[config.mk]
export PLATFORM = sky130hd
export DESIGN_NAME = arpc_engine_flat
export DESIGN_NICKNAME = d
export VERILOG_FILES = /design/src/sv/arpc_pkg.sv /design/src/sv/arpc_if.sv /design/src/sv/arpc_engine.sv /design/src/flat_wrapper.sv
export SDC_FILE = /design/constraint.sdc
export NUM_CORES = 1
export LEC_CHECK = 0
export ABC_AREA = 1
export BUFFER_PORTS_ARGS = -buffer_cell sky130_fd_sc_hd__clkbuf_2
export CAP_MARGIN = 40
export CORE_AREA = 2 2 241 243
export CTS_BUF_LIST = sky130_fd_sc_hd__clkbuf_4
export CTS_CLUSTER_SIZE = 10
export DETAILED_ROUTE_END_ITERATION = 10
export DIE_AREA = 0 0 243 245
export SLEW_MARGIN = 20
export SYNTH_ARGS = -nofsm -noshare
export SYNTH_HDL_FRONTEND = slang
export SYNTH_SLANG_ARGS = --single-unit
[constraint.sdc]
create_clock -name clk -period 5.7 [get_ports clk]
set_clock_uncertainty 0.1 [all_clocks]
set_input_delay 0.285 -clock clk [delete_from_list [all_inputs] [get_ports clk]]
set_output_delay 0.285 -clock clk [all_outputs]
set_load 0.02 [all_outputs]
[src/sv/arpc_pkg.sv]
`timescale 1ns / 1ps
// Shared constants and types of the ARP responder with address cache.
package arpc_pkg;

    localparam int unsigned CACHE_DEPTH_DEF = 128;

    localparam int unsigned IP_W    = 32;
    localparam int unsigned MAC_W   = 48;
    localparam int unsigned ENTRY_W = IP_W + MAC_W;
    localparam int unsigned PADDR_W = 4;
    localparam int unsigned PDATA_W = 64;

    localparam logic [PADDR_W-1:0] REG_OWN_IP  = 4'h0;
    localparam logic [PADDR_W-1:0] REG_OWN_MAC = 4'h8;

    localparam logic ACT_MESSAGE = 1'b0;
    localparam logic ACT_RESOLVE = 1'b1;

    localparam logic [15:0] ARP_MIN_LEN = 16'd28;
    localparam logic [15:0] HTYPE_ETHER = 16'h0001;
    localparam logic [15:0] PTYPE_IPV4  = 16'h0800;
    localparam logic [7:0]  HLEN_ETHER  = 8'd6;
    localparam logic [7:0]  PLEN_IPV4   = 8'd4;
    localparam logic [15:0] OPC_REQUEST = 16'd1;
    localparam logic [15:0] OPC_REPLY   = 16'd2;

    localparam logic [IP_W-1:0]  IP_BCAST = {IP_W{1'b1}};
    localparam logic [MAC_W-1:0] MAC_ONES = {MAC_W{1'b1}};

    typedef enum logic [1:0] {
        KIND_NONE    = 2'd0,
        KIND_REPLY   = 2'd1,
        KIND_REQUEST = 2'd2
    } send_kind_t;

    typedef struct packed {
        logic [IP_W-1:0]  own_ip;
        logic [MAC_W-1:0] own_mac;
    } cfg_t;

endpackage

[src/sv/arpc_if.sv]
`timescale 1ns / 1ps
// Valid/ready channel interfaces for input items and result items.
interface arpc_req_if;
    logic        valid;
    logic        ready;
    logic        action;
    logic [15:0] frame_length;
    logic [15:0] hardware_type;
    logic [15:0] protocol_type;
    logic [7:0]  hw_addr_len;
    logic [7:0]  proto_addr_len;
    logic [15:0] arp_opcode;
    logic [47:0] sender_mac;
    logic [31:0] sender_ip;
    logic [31:0] target_ip;
    logic [31:0] lookup_ip;

    modport source (
        output valid, action, frame_length, hardware_type, protocol_type, hw_addr_len,
               proto_addr_len, arp_opcode, sender_mac, sender_ip, target_ip, lookup_ip,
        input  ready
    );
    modport sink (
        input  valid, action, frame_length, hardware_type, protocol_type, hw_addr_len,
               proto_addr_len, arp_opcode, sender_mac, sender_ip, target_ip, lookup_ip,
        output ready
    );
endinterface

interface arpc_rsp_if;
    logic        valid;
    logic        ready;
    logic [1:0]  send_kind;
    logic [47:0] send_dest_mac;
    logic [31:0] send_dest_ip;
    logic        lookup_hit;
    logic [47:0] lookup_mac;

    modport source (
        output valid, send_kind, send_dest_mac, send_dest_ip, lookup_hit, lookup_mac,
        input  ready
    );
    modport sink (
        input  valid, send_kind, send_dest_mac, send_dest_ip, lookup_hit, lookup_mac,
        output ready
    );
endinterface

[src/sv/arpc_engine.sv]
`timescale 1ns / 1ps
// Sequencer that checks messages, fills the ring cache and walks it with one comparator.
module arpc_engine #(
    parameter  int unsigned CACHE_DEPTH = arpc_pkg::CACHE_DEPTH_DEF,
    localparam int unsigned AW          = $clog2(CACHE_DEPTH),
    localparam int unsigned CW          = $clog2(CACHE_DEPTH + 1)
) (
    input  logic                         clk,
    input  logic                         rst_n,
    input  arpc_pkg::cfg_t               cfg,
    arpc_req_if.sink                     req,
    arpc_rsp_if.source                   rsp,
    output logic                         ram_we,
    output logic [AW-1:0]                ram_waddr,
    output logic [arpc_pkg::ENTRY_W-1:0] ram_wdata,
    output logic                         ram_re,
    output logic [AW-1:0]                ram_raddr,
    input  logic [arpc_pkg::ENTRY_W-1:0] ram_rdata
);

    typedef enum logic [2:0] {
        ST_IDLE = 3'b001,
        ST_SCAN = 3'b010,
        ST_DONE = 3'b100
    } state_t;

    localparam logic [CW-1:0] COUNT_FULL = CW'(CACHE_DEPTH);
    localparam logic [AW-1:0] PTR_LAST   = AW'(CACHE_DEPTH - 1);

    state_t                     state_reg, state_next;
    logic [CW-1:0]              idx_reg, idx_next;
    logic                       pend_reg, pend_next;
    logic                       last_reg, last_next;
    logic [CW-1:0]              count_reg, count_next;
    logic [AW-1:0]              ptr_reg, ptr_next;
    logic [arpc_pkg::IP_W-1:0]  lip_reg, lip_next;

    arpc_pkg::send_kind_t       kind_reg, kind_next;
    logic [arpc_pkg::MAC_W-1:0] dmac_reg, dmac_next;
    logic [arpc_pkg::IP_W-1:0]  dip_reg, dip_next;
    logic                       hit_reg, hit_next;
    logic [arpc_pkg::MAC_W-1:0] lmac_reg, lmac_next;

    logic accept;
    logic msg_ok;
    logic store;
    logic issue;
    logic match;

    assign req.ready = (state_reg == ST_IDLE);
    assign accept    = req.valid && req.ready;

    assign msg_ok = (req.frame_length >= arpc_pkg::ARP_MIN_LEN)
                 && (req.hardware_type == arpc_pkg::HTYPE_ETHER)
                 && (req.protocol_type == arpc_pkg::PTYPE_IPV4)
                 && (req.hw_addr_len == arpc_pkg::HLEN_ETHER)
                 && (req.proto_addr_len == arpc_pkg::PLEN_IPV4)
                 && (req.target_ip == cfg.own_ip);

    assign store = accept && (req.action == arpc_pkg::ACT_MESSAGE) && msg_ok
                && (req.arp_opcode == arpc_pkg::OPC_REPLY);

    // Entries below the fill count are exactly the valid ones, since the ring fills from zero.
    assign issue = (state_reg == ST_SCAN) && (idx_reg < count_reg);
    assign match = pend_reg
                && (ram_rdata[arpc_pkg::ENTRY_W-1 -: arpc_pkg::IP_W] == lip_reg);

    assign ram_we    = store;
    assign ram_waddr = ptr_reg;
    assign ram_wdata = {req.sender_ip, req.sender_mac};
    assign ram_re    = issue;
    assign ram_raddr = idx_reg[AW-1:0];

    always_comb
    begin
        state_next = state_reg;
        idx_next   = idx_reg;
        pend_next  = pend_reg;
        last_next  = last_reg;
        count_next = count_reg;
        ptr_next   = ptr_reg;
        lip_next   = lip_reg;
        kind_next  = kind_reg;
        dmac_next  = dmac_reg;
        dip_next   = dip_reg;
        hit_next   = hit_reg;
        lmac_next  = lmac_reg;

        unique case (state_reg)
            ST_IDLE:
            begin
                if (accept)
                begin
                    kind_next  = arpc_pkg::KIND_NONE;
                    dmac_next  = '0;
                    dip_next   = '0;
                    hit_next   = 1'b0;
                    lmac_next  = '0;
                    state_next = ST_DONE;
                    if (req.action == arpc_pkg::ACT_MESSAGE)
                    begin
                        if (msg_ok && (req.arp_opcode == arpc_pkg::OPC_REQUEST))
                        begin
                            kind_next = arpc_pkg::KIND_REPLY;
                            dmac_next = req.sender_mac;
                            dip_next  = req.sender_ip;
                        end
                        if (store)
                        begin
                            ptr_next = (ptr_reg == PTR_LAST) ? '0 : ptr_reg + AW'(1);
                            if (count_reg != COUNT_FULL)
                            begin
                                count_next = count_reg + CW'(1);
                            end
                        end
                    end
                    else if ((req.lookup_ip == arpc_pkg::IP_BCAST) || (cfg.own_ip == '0))
                    begin
                        lmac_next = arpc_pkg::MAC_ONES;
                    end
                    else if (count_reg == '0)
                    begin
                        kind_next = arpc_pkg::KIND_REQUEST;
                        dmac_next = arpc_pkg::MAC_ONES;
                        dip_next  = req.lookup_ip;
                        lmac_next = arpc_pkg::MAC_ONES;
                    end
                    else
                    begin
                        lip_next   = req.lookup_ip;
                        idx_next   = '0;
                        pend_next  = 1'b0;
                        last_next  = 1'b0;
                        state_next = ST_SCAN;
                    end
                end
            end
            ST_SCAN:
            begin
                // Read entry idx while comparing the entry read in the previous cycle.
                pend_next = issue;
                last_next = (idx_reg == count_reg - CW'(1));
                if (issue)
                begin
                    idx_next = idx_reg + CW'(1);
                end
                if (match)
                begin
                    hit_next   = 1'b1;
                    lmac_next  = ram_rdata[arpc_pkg::MAC_W-1:0];
                    state_next = ST_DONE;
                end
                else if (pend_reg && last_reg)
                begin
                    kind_next  = arpc_pkg::KIND_REQUEST;
                    dmac_next  = arpc_pkg::MAC_ONES;
                    dip_next   = lip_reg;
                    lmac_next  = arpc_pkg::MAC_ONES;
                    state_next = ST_DONE;
                end
            end
            ST_DONE:
            begin
                if (rsp.ready)
                begin
                    state_next = ST_IDLE;
                end
            end
            default:
            begin
                state_next = ST_IDLE;
            end
        endcase
    end

    always_ff @(posedge clk or negedge rst_n)
    begin
        if (!rst_n)
        begin
            state_reg <= ST_IDLE;
            idx_reg   <= '0;
            pend_reg  <= 1'b0;
            last_reg  <= 1'b0;
            count_reg <= '0;
            ptr_reg   <= '0;
        end
        else
        begin
            state_reg <= state_next;
            idx_reg   <= idx_next;
            pend_reg  <= pend_next;
            last_reg  <= last_next;
            count_reg <= count_next;
            ptr_reg   <= ptr_next;
        end
    end

    always_ff @(posedge clk)
    begin
        lip_reg  <= lip_next;
        kind_reg <= kind_next;
        dmac_reg <= dmac_next;
        dip_reg  <= dip_next;
        hit_reg  <= hit_next;
        lmac_reg <= lmac_next;
    end

    assign rsp.valid         = (state_reg == ST_DONE);
    assign rsp.send_kind     = kind_reg;
    assign rsp.send_dest_mac = dmac_reg;
    assign rsp.send_dest_ip  = dip_reg;
    assign rsp.lookup_hit    = hit_reg;
    assign rsp.lookup_mac    = lmac_reg;

endmodule

[src/flat_wrapper.sv]
// flat-port wrapper written by rule: the top's interface ports become plain ports
module arpc_engine_flat 
#(
    parameter  int unsigned CACHE_DEPTH = arpc_pkg::CACHE_DEPTH_DEF,
    localparam int unsigned AW          = $clog2(CACHE_DEPTH),
    localparam int unsigned CW          = $clog2(CACHE_DEPTH + 1)
)
  (clk, rst_n, cfg, ram_we, ram_waddr, ram_wdata, ram_re, ram_raddr, ram_rdata, req_valid, req_action, req_frame_length, req_hardware_type, req_protocol_type, req_hw_addr_len, req_proto_addr_len, req_arp_opcode, req_sender_mac, req_sender_ip, req_target_ip, req_lookup_ip, req_ready, rsp_valid, rsp_send_kind, rsp_send_dest_mac, rsp_send_dest_ip, rsp_lookup_hit, rsp_lookup_mac, rsp_ready);
  arpc_req_if req_i ();
  arpc_rsp_if rsp_i ();
  input  logic clk;
  input  logic rst_n;
  input  arpc_pkg::cfg_t cfg;
  output logic ram_we;
  output logic [AW-1:0] ram_waddr;
  output logic [arpc_pkg::ENTRY_W-1:0] ram_wdata;
  output logic ram_re;
  output logic [AW-1:0] ram_raddr;
  input  logic [arpc_pkg::ENTRY_W-1:0] ram_rdata;
  input wire logic [$bits(req_i.valid)-1:0] req_valid;
  input wire logic [$bits(req_i.action)-1:0] req_action;
  input wire logic [$bits(req_i.frame_length)-1:0] req_frame_length;
  input wire logic [$bits(req_i.hardware_type)-1:0] req_hardware_type;
  input wire logic [$bits(req_i.protocol_type)-1:0] req_protocol_type;
  input wire logic [$bits(req_i.hw_addr_len)-1:0] req_hw_addr_len;
  input wire logic [$bits(req_i.proto_addr_len)-1:0] req_proto_addr_len;
  input wire logic [$bits(req_i.arp_opcode)-1:0] req_arp_opcode;
  input wire logic [$bits(req_i.sender_mac)-1:0] req_sender_mac;
  input wire logic [$bits(req_i.sender_ip)-1:0] req_sender_ip;
  input wire logic [$bits(req_i.target_ip)-1:0] req_target_ip;
  input wire logic [$bits(req_i.lookup_ip)-1:0] req_lookup_ip;
  output wire logic [$bits(req_i.ready)-1:0] req_ready;
  output wire logic [$bits(rsp_i.valid)-1:0] rsp_valid;
  output wire logic [$bits(rsp_i.send_kind)-1:0] rsp_send_kind;
  output wire logic [$bits(rsp_i.send_dest_mac)-1:0] rsp_send_dest_mac;
  output wire logic [$bits(rsp_i.send_dest_ip)-1:0] rsp_send_dest_ip;
  output wire logic [$bits(rsp_i.lookup_hit)-1:0] rsp_lookup_hit;
  output wire logic [$bits(rsp_i.lookup_mac)-1:0] rsp_lookup_mac;
  input wire logic [$bits(rsp_i.ready)-1:0] rsp_ready;
  assign req_i.valid = req_valid;
  assign req_i.action = req_action;
  assign req_i.frame_length = req_frame_length;
  assign req_i.hardware_type = req_hardware_type;
  assign req_i.protocol_type = req_protocol_type;
  assign req_i.hw_addr_len = req_hw_addr_len;
  assign req_i.proto_addr_len = req_proto_addr_len;
  assign req_i.arp_opcode = req_arp_opcode;
  assign req_i.sender_mac = req_sender_mac;
  assign req_i.sender_ip = req_sender_ip;
  assign req_i.target_ip = req_target_ip;
  assign req_i.lookup_ip = req_lookup_ip;
  assign req_ready = req_i.ready;
  assign rsp_valid = rsp_i.valid;
  assign rsp_send_kind = rsp_i.send_kind;
  assign rsp_send_dest_mac = rsp_i.send_dest_mac;
  assign rsp_send_dest_ip = rsp_i.send_dest_ip;
  assign rsp_lookup_hit = rsp_i.lookup_hit;
  assign rsp_lookup_mac = rsp_i.lookup_mac;
  assign rsp_i.ready = rsp_ready;
  arpc_engine #(.CACHE_DEPTH(CACHE_DEPTH)) u_core (.clk(clk), .rst_n(rst_n), .cfg(cfg), .req(req_i), .rsp(rsp_i), .ram_we(ram_we), .ram_waddr(ram_waddr), .ram_wdata(ram_wdata), .ram_re(ram_re), .ram_raddr(ram_raddr), .ram_rdata(ram_rdata));
endmodule
After elaboration in Yosys (flattened, before gate mapping):

Cells that the tools add are included.

* register bits after elaboration: 191
* bits of input ports: 389
* logic and storage cells: 125

* add/sub/neg operators: 4
* order comparisons: 2
* eq/ne operators: 25
* muxes and demuxes: 53
* bitwise operators: 3
* reductions and logical operators: 26

Operators with widths (count)
* 2-to-1 mux 48 bit: 11
* 2-to-1 mux 32 bit: 7
* one-hot mux 48 bit (2 select lines): 2
* == test 32 bit: 2
* one-hot mux 32 bit (2 select lines): 1
* 2-to-1 mux 8 bit: 5
* == test 16 x 1 -> 1 bit (second input constant): 2
* == test 32 bit (second input constant): 1
* logical NOT 32 bit: 1
* 2-to-1 mux 3 bit: 7
* adder 8 x 1 -> 8 bit (second input constant): 2
* == test 16 x 12 -> 1 bit (second input constant): 1
* == test 16 x 2 -> 1 bit (second input constant): 1
* == test 8 x 3 -> 1 bit (second input constant): 2
* greater-or-equal comparator 16 x 5 -> 1 bit (second input constant): 1
* one-hot mux 8 bit (2 select lines): 1
* AND reduction 5 bit: 3
* inequality test 2 bit (second input constant): 7
* logical AND 1 bit: 13
* 2-to-1 mux 2 bit: 6
* one-hot mux 3 bit (3 select lines): 1
* AND reduction 3 bit: 3
* == test 8 bit: 1
* logical NOT 8 bit: 1
* other kinds (19): 31

Depth between registers and ports, before layout:

Gate-level depths: netlist of run 1.

* depth after elaboration: 11
* depth in mapped cells: 14

Least setup slack after synthesis of run 1:

OpenSTA, ideal clock, no wires.

* path kind: register to register
* start: register u_core.state_reg[2]
* end: register u_core.lmac_reg (netlist bit u_core.rsp.lookup_mac[0]) (enable)
* arrival time: 4.533 ns
* required time: 5.080 ns
* slack: 0.547 ns
* stages on the path, launching flop included: 6
* path through: dfrtp_1 nor3_1 inv_1 clkbuf_1 buf_1 o21ai_0

* cells in the longest elaborated chain, start to end: 4
* elaborated cells between the ends (all ways): 7

RTL lines
* start: declaration: RTL line arpc_engine.sv:30 `state_t state_reg, state_next;`
* start signal: assignment: RTL line arpc_engine.sv:189 `state_reg <= state_next;`
* == test 3 x 1 -> 1 bit: RTL line arpc_engine.sv:50, arpc_engine.sv:89
* logical AND 1 bit: RTL line arpc_engine.sv:51 `assign accept = req.valid && req.ready;`
* inequality test 2 bit (no source line)
* AND reduction 3 bit (no source line) (*)
* end signal: assignment: RTL line arpc_engine.sv:205 `lmac_reg <= lmac_next;`
* end: declaration: RTL line arpc_engine.sv:42 `logic [arpc_pkg::MAC_W-1:0] lmac_reg, lmac_next;`

Mark *: on every way between the ends. The rest lies on a longest branch, timed or not.
A chain may end at the register's enable or synchronous reset.

Final worst setup path of run 1:

* start: register u_core.state_reg[0]
* end: register u_core.dmac_reg (netlist bit u_core.rsp.send_dest_mac[34]) (data pin)

* cells in the longest elaborated chain, start to end: 2
* elaborated cells between the ends (all ways): 3

RTL lines
* == test 3 x 2 -> 1 bit or == test 3 x 1 -> 1 bit (tied branches): RTL line arpc_engine.sv:89 `unique case (state_reg)`
* one-hot mux 48 bit (2 select lines) (*): RTL line arpc_engine.sv:89
* end signal: assignment: RTL line arpc_engine.sv:202 `dmac_reg <= dmac_next;`
* end: declaration: RTL line arpc_engine.sv:39 `logic [arpc_pkg::MAC_W-1:0] dmac_reg, dmac_next;`

Marks and branches as above.

==> results of run 1 <==
cells in the final DEF, fill, tap and decap left out, types with 3 or more instances in the layout:
cell type / synthesis / routed
diode_2: 0 / 6
a21oi_1: 8 / 8
dfrtp_1: 27 / 27
o21ai_0: 50 / 49
inv_2: 10 / 11
clkbuf_2: 0 / 567
dlygate4sd3_1: 0 / 172
or2_2: 7 / 7
o21ai_1: 8 / 8
clkinv_1: 1 / 3
nand3_2: 31 / 32
nor3_1: 11 / 10
nand4_1: 34 / 34
nand3_1: 143 / 142
edfxtp_1: 163 / 163
inv_6: 0 / 3
buf_4: 94 / 12
xnor2_1: 13 / 13
nor2_2: 3 / 3
ha_1: 13 / 13
nand2_1: 369 / 368
nor2_1: 191 / 190
a21oi_2: 31 / 31
xor2_1: 23 / 23
clkbuf_4: 0 / 17
clkinv_8: 0 / 6
inv_1: 150 / 147
worst register-to-register path, stage by stage, from the launching register on:
cell     delay (ps)
dfstp_2         580
nor3_2           50
inv_2           360
buf_4           450
nand2_2          80
buf_4           280
inv_1           520
buf_4           440
nand2_1         110
path summary, 6_finish.rpt:
kind,start,slack [ps],endpoint,cells after the start
worst min register to register,u_core.last_reg,440,u_core.last_reg,2
max in group asynchronous,rst_n,4680,u_core.state_reg[0],4
worst max register to register,u_core.state_reg[0],2480,u_core.rsp.send_dest_mac[34],8
min in group asynchronous,rst_n,430,u_core.idx_reg[2],3
worst max-delay path,u_core.state_reg[0],2480,u_core.rsp.send_dest_mac[34],8
worst min-delay path,req_arp_opcode[0],120,u_core.ram_waddr[1],7
report_power, final:
| part | internal [uW] | switching, uW |
|---|---|---|
| logic | 682 | 1580 |
| clock network | 247 | 578 |
| registers | 2180 | 167 |
timing repair:
action / 4_1_cts / 5_1_grt
hold buffers: 171 / 1
endpoints found under the hold margin: 200 / 27
resized for setup: 0 / 0
per-stage QoR:
stage          total power (uW)  worst slack [ps]  utilization, %  instances
5_1_grt                    5765              2268           29.69       2862
3_5_place_dp               4559              2442           25.99       2650
3_3_place_gp               4537              2439           25.94       2649
2_1_floorplan              3668             547.0               -       1445
6_report                   5434              2478           29.69       2862
4_1_cts                    5501              2422           29.56       2853
per-layer routing:
layer	track usage, %	vias to the layer above
li1	-	5910
met1	18.09	5409
met2	28.87	519
met3	3.717	63
met4	6.153	8
met5	0	-
cell families after synthesis:
logic type | count (synthesis) | share of synthesized area [%]
AND/OR/NAND/NOR | 801 | 29.98
buffers and inverters | 301 | 13.32
flip-flops | 191 | 47.22
AO/OA/AOI/OAI | 103 | 5.447
XOR/XNOR | 36 | 2.660
adder cells (fa/ha/maj) | 13 | 1.372
cell type report:
type                    count  area, um^2  share of cell area (%)
well taps                 765       957.2                   5.652
clock inverters            15       197.7                   1.167
multi-input cells         953        4708                   27.80
clock buffers              17       127.6                  0.7537
inverters                 161       606.8                   3.584
repair buffers            754        4725                   27.90
flip-flops and latches    191        5597                   33.05
diodes                      6       15.01                 0.08867
==> results.md, run 1 <==
- Status: completed
- Initial Utilization: 20.78%
- Dpl hpwl: 36.77 mm
- CP endpoint kind: flop
- Post-layout minimum cycle time: 3222 ps
- Total Routing Usage GR: 15.94%
- Routed Antenna Nets: 0
- Fillers: approximately 6100
- Cell taking the most area after synthesis: edfxtp_1
- CP max stage cell: dfstp_2
- Fmax achieved: 310.4 MHz
- Seq/Total Area, Yosys: 47.22%
- Final Max Tran Viols: 0
- CTS H-tree lvls: 4
- Worst VDD drop: 0.1503 mV
- Clock Tree Root: clkbuf_4
- Layout area overhead: 42.87%
- Max-cap violations: 0
- Top-area cell type share of the netlist area: 41.30%
- CTS tree: built
- Fin. Hold Viols: 0
- Max Root-Sink Buffers: 2
- Met1 wire length: 19.31 mm
- WP buf/inv: 5
- Fin crit share: 56.53%
- Initial antenna violation count: 12
- DR vias: 11910
- Placed Area: approximately 0.015 mm^2
- Synth cell types: 40
- Synth cell count leaders: nand2_1 (369), nor2_1 (191), edfxtp_1 (163)
- RePlAce Congestion: 0.9325
- Synth Flop Type: edfxtp_1
- Power density over cell area: 320.9 mW/mm^2
- Cell Area, Synth: 0.01185 mm^2
- Critical path data arrival time: roughly 3500 ps
- Boundary pin count: 618
- Worst-skew pair later-pin latency: 660 ps
- Mapped Nets: 1847
- Routed wl met2: 24.63 mm
- Worst min path class: primary input to flop
- Setup Viol. Count Final: 0
- GR Overflow Total: 0
- First-pass GRT wire length: 70.88 mm
- Num Clock Sinks: 191
- Setup CP Type: flop to flop
- Ranking of synthesized cells by area: edfxtp_1 (41%), nand2_1 (12%), nor2_1 (6.0%)
- Die Ht: 245 um
- Post CTS Setup Buffer Count: 0
- Total negative slack: 0 ps
- Clock slew at reported path FFs: ~200 ps
- Drt pass-1 iters: 5
- Residual DRC: 0
- Die W: about 240 um
- Cell Rows: 88
- Number of flops mapped to enable cells by yosys: 163
- Wirelength per Cell: 16.99 um
- Max incr delay on CP: 580 ps
- Syn Inst Count: roughly 1400
- Slew margin rel.: 43.88%
- Pin count of the biggest net entering global routing: a little over 60
- Via/cell ratio: between 4 and 5
- Synth Warn #: 0
- Finished layout cell area: between 0.015 and 0.02 mm^2
- Worst slew pin tran: 841.8 ps
- Share of cells above drive strength 1: 33.91%
- Count leader, synth: nand2_1
- Nets: between 2000 and 2500
- Crit-path cells: nor3_2, inv_2, buf_4, nand2_2, buf_4, inv_1, buf_4, nand2_1
- Flops & latches, synth: 191
- Port bufs: 567
- DRT Wirelength: ~49 mm
- WL met3: 3.078 mm
- Leak: 0.008187 uW
- Hold WS: 119.2 ps
- Area of the core: 0.05703 mm^2
- Delay-heaviest family, CP: buffers and inverters
- Crit-path most repeated cell: buf_4
- Max Used Layer: met5
- CP max FO: 34
- Worst endpoint required time: 5980 ps
- Synthesized area per cell: 8.203 um^2
- Initial drt markers: 532
- CTS buffer count: 17
- Async SR Flop Fraction: 14.66%
- RSZ-0062 raised after global routing: false
- Vias in the first global route: ~12000
- Startpoint types: flop
- Total die area: 0.05954 mm^2
(Power assumes the default switching activity.)
==> run 2: changes to the inputs <==
- clock period: 5.7 -> 3.2 ns (I/O delays scaled with it)
==> results.md, run 2 (synthesis gave the netlist of run 1 again) <==
- Status: completed (unchanged)
- Net switching power: 4184 uW (was 2330 uW)
- Clock slew at reported path FFs: 200 ps (about the same)
- CTS buffer count: 17 (unchanged)
- Most frequent cells in the layout: clkbuf_2 (567), nand2_1 (368), nor2_1 (187), dlygate4sd3_1 (184), edfxtp_1 (163) (was clkbuf_2 (567), nand2_1 (368), nor2_1 (190), dlygate4sd3_1 (172), edfxtp_1 (163))
- Setup CP Type: primary input to flop (was flop to flop)
- Total Routing Usage GR: 16.09% (was 15.94%)
- Leak: 0.008295 uW (was 0.008187 uW)
- Layout area overhead: 44.72% (was 42.87%)
- Initial antenna violation count: 16 (was 12)
- Initial Utilization: 20.78% (unchanged)
- Startpoint types: primary input (was flop)
- Pin count of the biggest net entering global routing: 83 (was 61)
- GR Overflow Total: 0 (unchanged)
- Drt pass-1 iters: 5 (unchanged)
- Share of cells above drive strength 1: 33.98% (was 33.91%)
- Nets: 2496 (was 2480)
- Vias in the first global route: 11800 (was 11770)
- Power density over cell area: 568.2 mW/mm^2 (was 320.9 mW/mm^2)
- Area of the core: 0.05703 mm^2 (unchanged)
- Boundary pin count: 618 (unchanged)
- Wirelength per Cell: 16.92 um (was 16.99 um)
- Via/cell ratio: 4.149 (was 4.161)
- Post-layout minimum cycle time: 3058 ps
- Worst-skew pair later-pin latency: 690 ps (was 660 ps)
- Final Max Tran Viols: 0 (unchanged)
- Port bufs: 567 (unchanged)
- RSZ-0062 raised after global routing: false (unchanged)
- Setup Viol. Count Final: 0 (unchanged)
- Die Ht: 245 um (unchanged)
- Clock share of power: 15.4% (was 15.2%)
- CTS tree: built (unchanged)
- DR vias: 11960 (was 11910)
- Worst endpoint required time: 3700 ps (was 5980 ps)
- Fin. Hold Viols: 0 (unchanged)
- CP endpoint kind: flop (unchanged)
- Worst VDD drop: 0.3648 mV (was 0.1503 mV)
- Critical path data arrival time: 3560 ps (was 3510 ps)
- Max-cap violations: 0 (unchanged)
- Clock Tree Root: clkbuf_4 (unchanged)
- Fin crit share: between 90% and 100%
- CTS H-tree lvls: 4 (unchanged)
- Worst slew pin tran: 610.3 ps (was 841.8 ps)
- First-pass GRT wire length: 71.31 mm (was 70.88 mm)
- Pint: 5562 uW (was 3105 uW)
- Die W: 243 um (unchanged)
- Slew margin rel.: 59.31% (was 43.88%)
- Max Root-Sink Buffers: 2 (unchanged)
- DRT Wirelength: 48.79 mm (was 48.64 mm)
- Comb power frac: 41.7% (about the same)
- Dpl hpwl: 37.28 mm (was 36.77 mm)
- Cell Rows: 88 (unchanged)
- Worst min path class: primary input to flop (unchanged)
- Sequential share of power: 42.9% (was 43.1%)
- Total negative slack: 0 ps (unchanged)
- Setup ws final: 141.9 ps (was 2478 ps)
- Residual DRC: 0 (unchanged)
- Most common cell after layout, fill and taps aside: clkbuf_2 (unchanged)
- Initial drt markers: 534 (was 532)
- Sw Ratio: 42.93% (was 42.87%)
- Fillers: 6093 (was 6143)
- CP max FO: 3 (was 34)
- Util after Layout: 30.07% (was 29.69%)
- Routed Antenna Nets: 0 (unchanged)
- Pre-CTS setup slack: 570.8 ps (was 2442 ps)
- Fmax achieved: 327.0 MHz
- Total die area: 0.05954 mm^2 (unchanged)
- RePlAce Congestion: 0.9034 (was 0.9325)
- Num Clock Sinks: 191 (unchanged)
run 2: power groups by stage:
| stage | registers (uW) | logic, uW | clock network, uW |
|---|---|---|---|
| after floorplan | 5040 | 1460 | 0 |
| after global placement | 4220 | 3890 | 0 |
| after detailed placement | 4240 | 3930 | 0 |
| after CTS | 4180 | 4130 | 1590 |
| after global routing | 4260 | 4400 | 1650 |
| final | 4180 | 4060 | 1500 |
run 2: stage by stage:
step	hold slack (ps)	total power (uW)	instance area [um^2]	cells
after floorplan	-235.6	6504	11860	1445
after global placement	157.9	8113	14890	2653
after detailed placement	165.6	8174	14920	2654
after CTS	18.37	9897	17110	2872
after global routing	47.27	10310	17150	2880
final	120.8	9746	17150	2883
run 2: cell type report:
type / instances / area [um^2] / area share [%]
diodes: 11 / 27.53 / 0.1605
repair buffers: 770 / 4922 / 28.70
clock buffers: 17 / 127.6 / 0.7440
clock inverters: 15 / 192.7 / 1.123
inverters: 161 / 608.1 / 3.545
well taps: 765 / 957.2 / 5.580
multi-input cells: 953 / 4721 / 27.52
flip-flops and latches: 191 / 5597 / 32.63
run 2: worst paths after layout:
path | from | to | slack, ps | cells past startpoint
min in group asynchronous | rst_n | u_core.state_reg[0] | 430 | 3
hold reg to reg | u_core.last_reg | u_core.last_reg | 440 | 2
setup / recovery | req_proto_addr_len[6] | u_core.count_reg[7] | 140 | 13
hold / removal | req_lookup_ip[11] | u_core.lip_reg[11] | 120 | 2
max in group asynchronous | rst_n | u_core.last_reg | 2370 | 4
setup reg to reg | u_core.state_reg[0] | u_core.count_reg[4] | 260 | 10
run 2: worst max-delay path, cell delays in order:
cell and delay, ps:
dlygate4sd3_1 530, clkbuf_2 110, nor2_1 70, dlygate4sd3_1 540, nand3_1 80, nor2_2 190, dlygate4sd3_1 620, nand4_1 130
nor2_2 170, nand4_1 220, nand2_1 120, nand2_1 50, dlygate4sd3_1 550
run 2: metal layers:
layer / vias up / global-route usage, % / wire (um) / share of wire (%)
li1: 5949 / - / - / -
met1: 5421 / 18.07 / 19310 / 40
met2: 502 / 28.32 / 24060 / 49
met3: 82 / 3.849 / 3183 / 6.5
met4: 8 / 8.318 / 2191 / 4.5
met5: - / 0 / 47 / 0.096
run 2: what timing repair did:
action / in CTS / in global routing
resized for setup: 0 / 5
hold buffers: 186 / 0
setup buffers: 0 / 0
endpoints found under the setup margin: 0 / 4
hold endpoints to repair: 207 / 0
